`src/rtl/azlf_pkg.sv`:
```
package azlf_pkg;

    localparam int MAX_ORDER = 16;

    localparam int ORDER_W  = 5;
    localparam int SAMPLE_W = 16;
    localparam int COEF_W   = 18;
    localparam int STAGE_W  = 24;
    localparam int FRAC_W   = 15;

    localparam int DL_AW  = (MAX_ORDER > 1) ? $clog2(MAX_ORDER) : 1;
    localparam int CT_AW  = $clog2(MAX_ORDER + 1);
    localparam int PROD_W = COEF_W + STAGE_W;
    localparam int QM_W   = PROD_W - FRAC_W;

    localparam int ROUND_HALF = 1 << (FRAC_W - 1);
    localparam int STAGE_MAX  = (1 << (STAGE_W - 1)) - 1;
    localparam int STAGE_MIN  = -(1 << (STAGE_W - 1));
    localparam int OUT_MAX    = (1 << (SAMPLE_W - 1)) - 1;
    localparam int OUT_MIN    = -(1 << (SAMPLE_W - 1));

    typedef logic signed [SAMPLE_W-1:0] sample_t;
    typedef logic signed [COEF_W-1:0]   coef_t;
    typedef logic signed [STAGE_W-1:0]  stage_t;
    typedef logic signed [QM_W-1:0]     qprod_t;
    typedef logic signed [QM_W:0]       wide_t;
    typedef logic [ORDER_W-1:0]         order_t;
    typedef logic [DL_AW-1:0]           dl_addr_t;
    typedef logic [CT_AW-1:0]           ct_addr_t;

    typedef enum logic {
        CMD_FILTER = 1'b0,
        CMD_COEF   = 1'b1
    } cmd_t;

    typedef struct packed {
        logic     wr_en;
        ct_addr_t wr_addr;
        coef_t    wr_data;
        ct_addr_t rd_addr;
    } coef_port_t;

    typedef struct packed {
        logic     clear;
        logic     wr_en;
        dl_addr_t wr_addr;
        stage_t   wr_data;
        dl_addr_t rd_addr;
    } delay_port_t;

    typedef struct packed {
        qprod_t prod_ks;
        stage_t fwd;
        stage_t sum;
        logic   clip;
    } alu_res_t;

    typedef struct packed {
        stage_t val;
        logic   clip;
    } stage_sat_t;

    typedef struct packed {
        sample_t val;
        logic    clip;
    } out_sat_t;

    // Q3.15 coefficient times integer, rounded half up, floor shift
    function automatic qprod_t qmul(coef_t k, stage_t v);
        logic signed [PROD_W-1:0] p;
        p = PROD_W'(k) * PROD_W'(v);
        p = p + PROD_W'(ROUND_HALF);
        return qprod_t'(p[PROD_W-1:FRAC_W]);
    endfunction

    function automatic stage_sat_t sat_stage(wide_t v);
        stage_sat_t r;
        r.clip = 1'b1;
        if (v > (QM_W+1)'(STAGE_MAX)) begin
            r.val = stage_t'(STAGE_MAX);
        end else if (v < (QM_W+1)'(STAGE_MIN)) begin
            r.val = stage_t'(STAGE_MIN);
        end else begin
            r.val  = v[STAGE_W-1:0];
            r.clip = 1'b0;
        end
        return r;
    endfunction

    function automatic out_sat_t sat_out(qprod_t v);
        out_sat_t r;
        r.clip = 1'b1;
        if (v > QM_W'(OUT_MAX)) begin
            r.val = sample_t'(OUT_MAX);
        end else if (v < QM_W'(OUT_MIN)) begin
            r.val = sample_t'(OUT_MIN);
        end else begin
            r.val  = v[SAMPLE_W-1:0];
            r.clip = 1'b0;
        end
        return r;
    endfunction

endpackage

```
`src/rtl/azlf_coef_store.sv`:
```
module azlf_coef_store (
    input  logic                  aclk,
    input  logic                  aresetn,
    input  azlf_pkg::coef_port_t  port,
    output azlf_pkg::coef_t       rd_coef
);
    import azlf_pkg::*;

    coef_t              mem [MAX_ORDER+1];
    logic [MAX_ORDER:0] valid_reg;
    coef_t              rd_data_reg;
    logic               rd_valid_reg;

    always_ff @(posedge aclk) begin
        if (port.wr_en) begin
            mem[port.wr_addr] <= port.wr_data;
        end
        rd_data_reg <= mem[port.rd_addr];
    end

    // never-written entries read as zero
    always_ff @(posedge aclk) begin
        if (!aresetn) begin
            valid_reg    <= '0;
            rd_valid_reg <= 1'b0;
        end else begin
            if (port.wr_en) begin
                valid_reg[port.wr_addr] <= 1'b1;
            end
            rd_valid_reg <= valid_reg[port.rd_addr];
        end
    end

    assign rd_coef = rd_valid_reg ? rd_data_reg : '0;

endmodule

```
`src/rtl/azlf_delay_store.sv`:
```
module azlf_delay_store (
    input  logic                   aclk,
    input  logic                   aresetn,
    input  azlf_pkg::delay_port_t  port,
    output azlf_pkg::stage_t       rd_data
);
    import azlf_pkg::*;

    stage_t               mem [MAX_ORDER];
    logic [MAX_ORDER-1:0] valid_reg;
    stage_t               rd_data_reg;
    logic                 rd_valid_reg;

    always_ff @(posedge aclk) begin
        if (port.wr_en) begin
            mem[port.wr_addr] <= port.wr_data;
        end
        rd_data_reg <= mem[port.rd_addr];
    end

    // clear drops every entry back to zero
    always_ff @(posedge aclk) begin
        if (!aresetn) begin
            valid_reg    <= '0;
            rd_valid_reg <= 1'b0;
        end else begin
            if (port.clear) begin
                valid_reg <= '0;
            end else if (port.wr_en) begin
                valid_reg[port.wr_addr] <= 1'b1;
            end
            rd_valid_reg <= valid_reg[port.rd_addr];
        end
    end

    assign rd_data = rd_valid_reg ? rd_data_reg : '0;

endmodule

```
`src/rtl/azlf_stage_alu.sv`:
```
module azlf_stage_alu (
    input  azlf_pkg::coef_t    k,
    input  azlf_pkg::stage_t   d,
    input  azlf_pkg::stage_t   sum,
    output azlf_pkg::alu_res_t res
);
    import azlf_pkg::*;

    qprod_t     prod_ks;
    qprod_t     prod_kd;
    stage_sat_t fwd_sat;
    stage_sat_t sum_sat;

    always_comb begin
        prod_ks = qmul(k, sum);
        prod_kd = qmul(k, d);
        fwd_sat = sat_stage((QM_W+1)'(d) + (QM_W+1)'(prod_ks));
        sum_sat = sat_stage((QM_W+1)'(sum) + (QM_W+1)'(prod_kd));

        res.prod_ks = prod_ks;  // also the gain product in the last step
        res.fwd     = fwd_sat.val;
        res.sum     = sum_sat.val;
        res.clip    = fwd_sat.clip | sum_sat.clip;
    end

endmodule

```
`src/rtl/all_zero_lattice_filter.sv`:
```
// Filter transfer: RUN stages (none at order 0), then the GAIN step; ready returns
// as the result turns valid; one stage per cycle through the shared multiplier pair.
// Coefficient transfer: leaves the block ready, no result.
// Result register frees the input side; a stalled result holds only the final gain step.
// aresetn (sync, active low): order 16, coefficients and delay line read as zero
// through per-entry valid bits, no clearing pass.
module all_zero_lattice_filter (
    input  logic                  aclk,
    input  logic                  aresetn,
    input  logic                  cfg_we,
    input  azlf_pkg::order_t      cfg_wdata,
    input  logic                  s_valid,
    output logic                  s_ready,
    input  logic                  s_command,
    input  azlf_pkg::sample_t     s_sample_in,
    input  azlf_pkg::order_t      s_coef_index,
    input  azlf_pkg::coef_t       s_coef_value,
    output logic                  m_valid,
    input  logic                  m_ready,
    output azlf_pkg::sample_t     m_sample_out,
    output logic                  m_saturated
);
    import azlf_pkg::*;

    typedef enum logic [2:0] {
        ST_IDLE = 3'b001,
        ST_RUN  = 3'b010,
        ST_GAIN = 3'b100
    } state_t;

    state_t      state_reg, state_next;
    order_t      order_reg;
    dl_addr_t    stage_reg;
    stage_t      sum_reg;
    stage_t      back_reg;
    logic        sat_reg;
    sample_t     out_sample_reg;
    logic        out_sat_reg;
    logic        m_valid_reg;

    coef_port_t  coef_port;
    delay_port_t delay_port;
    coef_t       k_rd;
    stage_t      d_rd;
    alu_res_t    alu;
    out_sat_t    y_sat;

    logic        accept;
    logic        last_stage;
    logic        out_load;

    assign accept     = s_valid && s_ready;
    assign last_stage = (ORDER_W'(stage_reg) + ORDER_W'(1)) == order_reg;
    assign out_load   = (state_reg == ST_GAIN) && (!m_valid_reg || m_ready);
    assign y_sat      = sat_out(alu.prod_ks);

    always_comb begin
        coef_port.wr_en   = accept && (s_command == CMD_COEF)
                            && ({1'b0, s_coef_index} <= (ORDER_W+1)'(MAX_ORDER));
        coef_port.wr_addr = CT_AW'(s_coef_index);
        coef_port.wr_data = s_coef_value;

        delay_port.clear   = cfg_we;
        delay_port.wr_en   = (state_reg == ST_RUN);
        delay_port.wr_addr = stage_reg;
        delay_port.wr_data = back_reg;

        // reads are addressed in the cycle before the stage that uses them
        unique case (state_reg)
            ST_IDLE: begin
                coef_port.rd_addr  = (order_reg != '0) ? CT_AW'(1) : '0;
                delay_port.rd_addr = '0;
            end
            ST_RUN: begin
                coef_port.rd_addr  = last_stage ? '0 : CT_AW'(stage_reg) + CT_AW'(2);
                delay_port.rd_addr = stage_reg + DL_AW'(1);
            end
            ST_GAIN: begin
                coef_port.rd_addr  = '0;
                delay_port.rd_addr = stage_reg;
            end
            default: begin
                coef_port.rd_addr  = '0;
                delay_port.rd_addr = '0;
            end
        endcase
    end

    azlf_coef_store u_coef (
        .aclk    (aclk),
        .aresetn (aresetn),
        .port    (coef_port),
        .rd_coef (k_rd)
    );

    azlf_delay_store u_delay (
        .aclk    (aclk),
        .aresetn (aresetn),
        .port    (delay_port),
        .rd_data (d_rd)
    );

    azlf_stage_alu u_alu (
        .k   (k_rd),
        .d   (d_rd),
        .sum (sum_reg),
        .res (alu)
    );

    always_comb begin
        state_next = state_reg;
        unique case (state_reg)
            ST_IDLE: begin
                if (accept && (s_command == CMD_FILTER)) begin
                    state_next = (order_reg != '0) ? ST_RUN : ST_GAIN;
                end
            end
            ST_RUN: begin
                if (last_stage) begin
                    state_next = ST_GAIN;
                end
            end
            ST_GAIN: begin
                if (out_load) begin
                    state_next = ST_IDLE;
                end
            end
            default: state_next = ST_IDLE;
        endcase
    end

    always_ff @(posedge aclk) begin
        if (!aresetn) begin
            state_reg   <= ST_IDLE;
            order_reg   <= ORDER_W'(MAX_ORDER);
            m_valid_reg <= 1'b0;
        end else begin
            state_reg <= state_next;
            if (cfg_we) begin
                order_reg <= (cfg_wdata > ORDER_W'(MAX_ORDER)) ? ORDER_W'(MAX_ORDER)
                                                               : cfg_wdata;
            end
            if (out_load) begin
                m_valid_reg <= 1'b1;
            end else if (m_ready) begin
                m_valid_reg <= 1'b0;
            end
        end
    end

    always_ff @(posedge aclk) begin
        if (state_reg == ST_IDLE) begin
            sum_reg   <= stage_t'(s_sample_in);
            back_reg  <= stage_t'(s_sample_in);
            sat_reg   <= 1'b0;
            stage_reg <= '0;
        end else if (state_reg == ST_RUN) begin
            sum_reg   <= alu.sum;
            back_reg  <= alu.fwd;
            sat_reg   <= sat_reg | alu.clip;
            if (!last_stage) begin
                stage_reg <= stage_reg + DL_AW'(1);
            end
        end
        if (out_load) begin
            out_sample_reg <= y_sat.val;
            out_sat_reg    <= sat_reg | y_sat.clip;
        end
    end

    assign s_ready      = (state_reg == ST_IDLE);
    assign m_valid      = m_valid_reg;
    assign m_sample_out = out_sample_reg;
    assign m_saturated  = out_sat_reg;

endmodule

```
`config.mk`:
```
export PLATFORM = sky130hd
export DESIGN_NAME = all_zero_lattice_filter
export DESIGN_NICKNAME = d
export VERILOG_FILES = /design/src/rtl/azlf_pkg.sv /design/src/rtl/azlf_coef_store.sv /design/src/rtl/azlf_delay_store.sv /design/src/rtl/azlf_stage_alu.sv /design/src/rtl/all_zero_lattice_filter.sv
export SDC_FILE = /design/constraint.sdc
export NUM_CORES = 2
export LEC_CHECK = 0
export ABC_AREA = 1
export CAP_MARGIN = 20
export CORE_MARGIN = 2
export CORE_UTILIZATION = 30
export DETAILED_ROUTE_END_ITERATION = 10
export DONT_BUFFER_PORTS = 1
export PLACE_DENSITY_LB_ADDON = 0.15
export SYNTH_ARGS = -nofsm -noshare
export SYNTH_HDL_FRONTEND = slang
export SYNTH_HIERARCHICAL = 1
export SYNTH_SLANG_ARGS = --single-unit
```
`constraint.sdc`:
```
create_clock -name aclk -period 12.75 [get_ports aclk]
set_input_delay 2.55 -clock aclk [delete_from_list [all_inputs] [get_ports aclk]]
set_output_delay 2.55 -clock aclk [all_outputs]
set_load 0.005 [all_outputs]
```
==> flow_summary.ini <==
[yosys]
synth.distinct_cells = 57
syn_area_per_cell_um2 = 8.964
synth_area_leaders = edfxtp_1 32%, fa_1 24%, nand2_1 10%
syn-instance-count = 7795
ys_async_sr_fraction_pct = 0
synth.ff_latch_count = 846
synth_top_area_cell = edfxtp_1
synth_edf_count = 755
synth_nets = 8953
yosysSeqAreaShare_pct = 35.05
netlist_area_um2 = 69880
yosysTopAreaCellShare_pct = 32.45
synth_flop_cell = edfxtp_1
ys_warn_count = 6

[cts]
cts-root-buf = clkbuf_16
clk_pin_slew_ns = 0.07
cts_tree = done
postCtsSetupBuffers = 0
clock-sinks = 846
cts_buffer_depth = 3
htree_levels = 3
ctsResizeCount = 0
numCtsBuffers = 93
clk_latency_ns = 0.71
hold_buffers = 0

[timing]
hold_viol = 0
hold_ws_ns = 0.4560
setup_viol = 0
worst_slew_pin_slew_ns = 1.167
finClkSkew_ns = 0.05044
slew_headroom_pct = 22.20
fin_tns_setup_ns = 0
finalCriticalPeriod_ns = 10.21
rsz0062_at_grt = false
fin_crit_sh_pct = 80.08
maxSlewViolCount = 0
fmax_ghz = 0.09794

[floorplanning]
dieWidth_um = 486.6
ios = 69
core_area_um2 = 232100
num_rows = 177
initial_core_util_pct = 30.11
die_y_um = 486.6
dieArea_um2 = 236800

[setup_path]
slowest_delay_ns = 0.96
critPathCaptureType = flip-flop
path_buf_inv = 10
reg2reg_depth = 38
critPathLaunchType = flip-flop
arrival_ns = 10.61
cp.required_ns = 13.15
critPathMaxFanout = 31
cp_common_cell = inv_1
cpMaxStageDelayCell = dfxtp_1
r2r_start = u_coef/rd_valid_reg$_SDFF_PN0_
crit_type = flip-flop to flip-flop
reg2reg_slack_ns = 2.54
timing.rr.end = sum_reg[16]$_DFFE_PN_
path_delay_family = adder cells

[placed_design]
port_buffers = 0
placed_area_um2 = 73290
gp_congestion = 0.8961
post-dp-hpwl_um = 158600

[detailed_routing]
dr.pass1.iters = 5
ant_nets = 0
drc = 0
wl_um = 223200
avgRoutedWirePerCell_um = 20.67
vias_per_cell = 4.666
vias = 50390
first_iter_violations = 3494

[cells_and_area]
largest_reg_flops = 384
final_area_um2 = 76450
fill_cells = 24210
syn_to_final_growth_pct = 9.413
final_nets = 8828
top_regs = u_delay/mem (384), u_coef/mem (306)
layout-drive-gt1-share_pct = 6.181
top_register = u_delay/mem

[worst_hold_path]
hold_depth = 2
worstHoldStart = u_delay/valid_reg[8]$_SDFFE_PP0P_
holdPathEnd = u_delay/valid_reg[8]$_SDFFE_PP0P_
hold_class = flip-flop to flip-flop

[power_and_ir_drop]
ir_worst_vdd_v = 0.0001387
powerDensity_nw_per_um2 = 124.4
p_leak_nw = 35.60
switching_share_pct = 38.74
p_int_mw = 5.827
finalPower_mw = 9.513
combPwrFrac_pct = 31.2
seq_power_share_pct = 40.0
clockPowerShare_pct = 28.8
p_switching_mw = 3.686

[run]
drv_cap = 0

[global_routing]
grt_pass1_vias = 52030
grt_use_total_pct = 18.92
grt_max_degree = 94
grt_pass1_wl_um = 337600
antenna_found_initial = 7
grt.overflow.total = 0

[status]
status = finished, final reports clean
## power by group through the flow
stage	Clock, mW	Sequential [mW]	Combinational [mW]
2_1_floorplan	0	3.68	2.00
3_3_place_gp	0	3.86	3.00
3_5_place_dp	0	3.86	3.00
4_1_cts	2.81	3.81	3.01
5_1_grt	2.92	3.84	3.28
6_report	2.74	3.80	2.97
## placed cells by master (no fill, tap or decap), types with 6 or more instances in the layout
cell type and instances:
diode_2 6, buf_4 134, clkinv_2 20, nor2_4 16, clkbuf_8 13, clkinv_1 19, nand3_1 309, inv_2 29
o21bai_1 12, nand3_2 10, o21a_1 10, bufinv_16 7, o21ai_0 234, o211ai_1 99, nor3_1 21, dfxtp_1 91
fa_1 852, a31oi_1 16, a21o_1 11, nor2_2 26, xor2_1 60, nand2_2 62, inv_1 1682, o21ai_1 24
or2_2 20, a21oi_1 291, nand4_1 25, nand2_1 1898, o31ai_1 20, clkbuf_1 12, edfxtp_1 755, ha_1 256
nor2_1 508, xnor2_1 42, clkbuf_16 93
## layer usage
metal	track usage, %	part of all wire [%]	vias to the layer above
met5	0	0	-
met3	1.708	3.9	164
li1	-	-	23600
met2	31.39	47	1040
met4	3.709	1.7	0
met1	26.93	47	25590
## worst max-delay path by stage
| stage | from | end | depth (start not counted) |
|---|---|---|---|
| 2_1_floorplan | u_coef/rd_valid_reg$_SDFF_PN0_ | back_reg[19]$_DFFE_PN_ | 44 |
| 3_3_place_gp | u_coef/rd_valid_reg$_SDFF_PN0_ | sum_reg[1]$_DFFE_PN_ | 38 |
| 3_5_place_dp | u_coef/rd_valid_reg$_SDFF_PN0_ | sum_reg[2]$_DFFE_PN_ | 38 |
| 4_1_cts | u_coef/rd_valid_reg$_SDFF_PN0_ | sum_reg[21]$_DFFE_PN_ | 38 |
| 5_1_grt | u_coef/rd_valid_reg$_SDFF_PN0_ | sum_reg[15]$_DFFE_PN_ | 38 |
| 6_report | u_coef/rd_valid_reg$_SDFF_PN0_ | sum_reg[16]$_DFFE_PN_ | 38 |
## logic make-up (layout without fill, tap and decap cells)
| logic type | after synthesis | count (layout) | synth area share, % |
|---|---|---|---|
| xor gates and xnor gates | 102 | 102 | 1.278 |
| AOI/OAI and AO/OA | 748 | 748 | 6.077 |
| adders and majority gates | 1108 | 1108 | 28.99 |
| buffers and inverters | 2074 | 2029 | 11.64 |
| and+or+nand+nor | 2917 | 2917 | 16.96 |
| DFF | 846 | 846 | 35.05 |
| other | 0 | 6 | 0 |
## stage by stage
stage	util, %	instances	setup slack (ns)
2_1_floorplan	-	7795	4.764
3_3_place_gp	31.55	10610	2.670
3_5_place_dp	31.58	10620	2.607
4_1_cts	32.92	10790	2.554
5_1_grt	32.93	10790	1.881
6_report	32.94	10800	2.540
## cells in the mapped netlist, types with 42 or more instances
library cell and number:
inv_1 1701, ha_1 256, edfxtp_1 755, fa_1 852, buf_2 55, o211ai_1 99
nand2_2 61, xnor2_1 42, nand3_1 309, a21oi_1 291, clkbuf_1 204, o21ai_0 235
xor2_1 60, dfxtp_1 91, nand2_1 1899, buf_1 56, nor2_1 543
## tightest hold or removal path, stage by stage (launching register included)
cell	delay [ns]
dfxtp_1	0.30
inv_1	0.06
a21oi_1	0.06
## layout make-up
cell class / count / area [µm²] / share of cell area (%)
Tap cell: 3043 / 3807 / 4.980
Multi-Input combinational cell: 4875 / 37480 / 49.03
Timing Repair Buffer: 138 / 1086 / 1.421
Inverter: 1716 / 6447 / 8.433
Antenna cell: 6 / 15.01 / 0.01964
Clock inverter: 57 / 569.3 / 0.7446
Sequential cell: 846 / 24490 / 32.04
Clock buffer: 118 / 2551 / 3.337
Power figures use the tool's default switching activity.
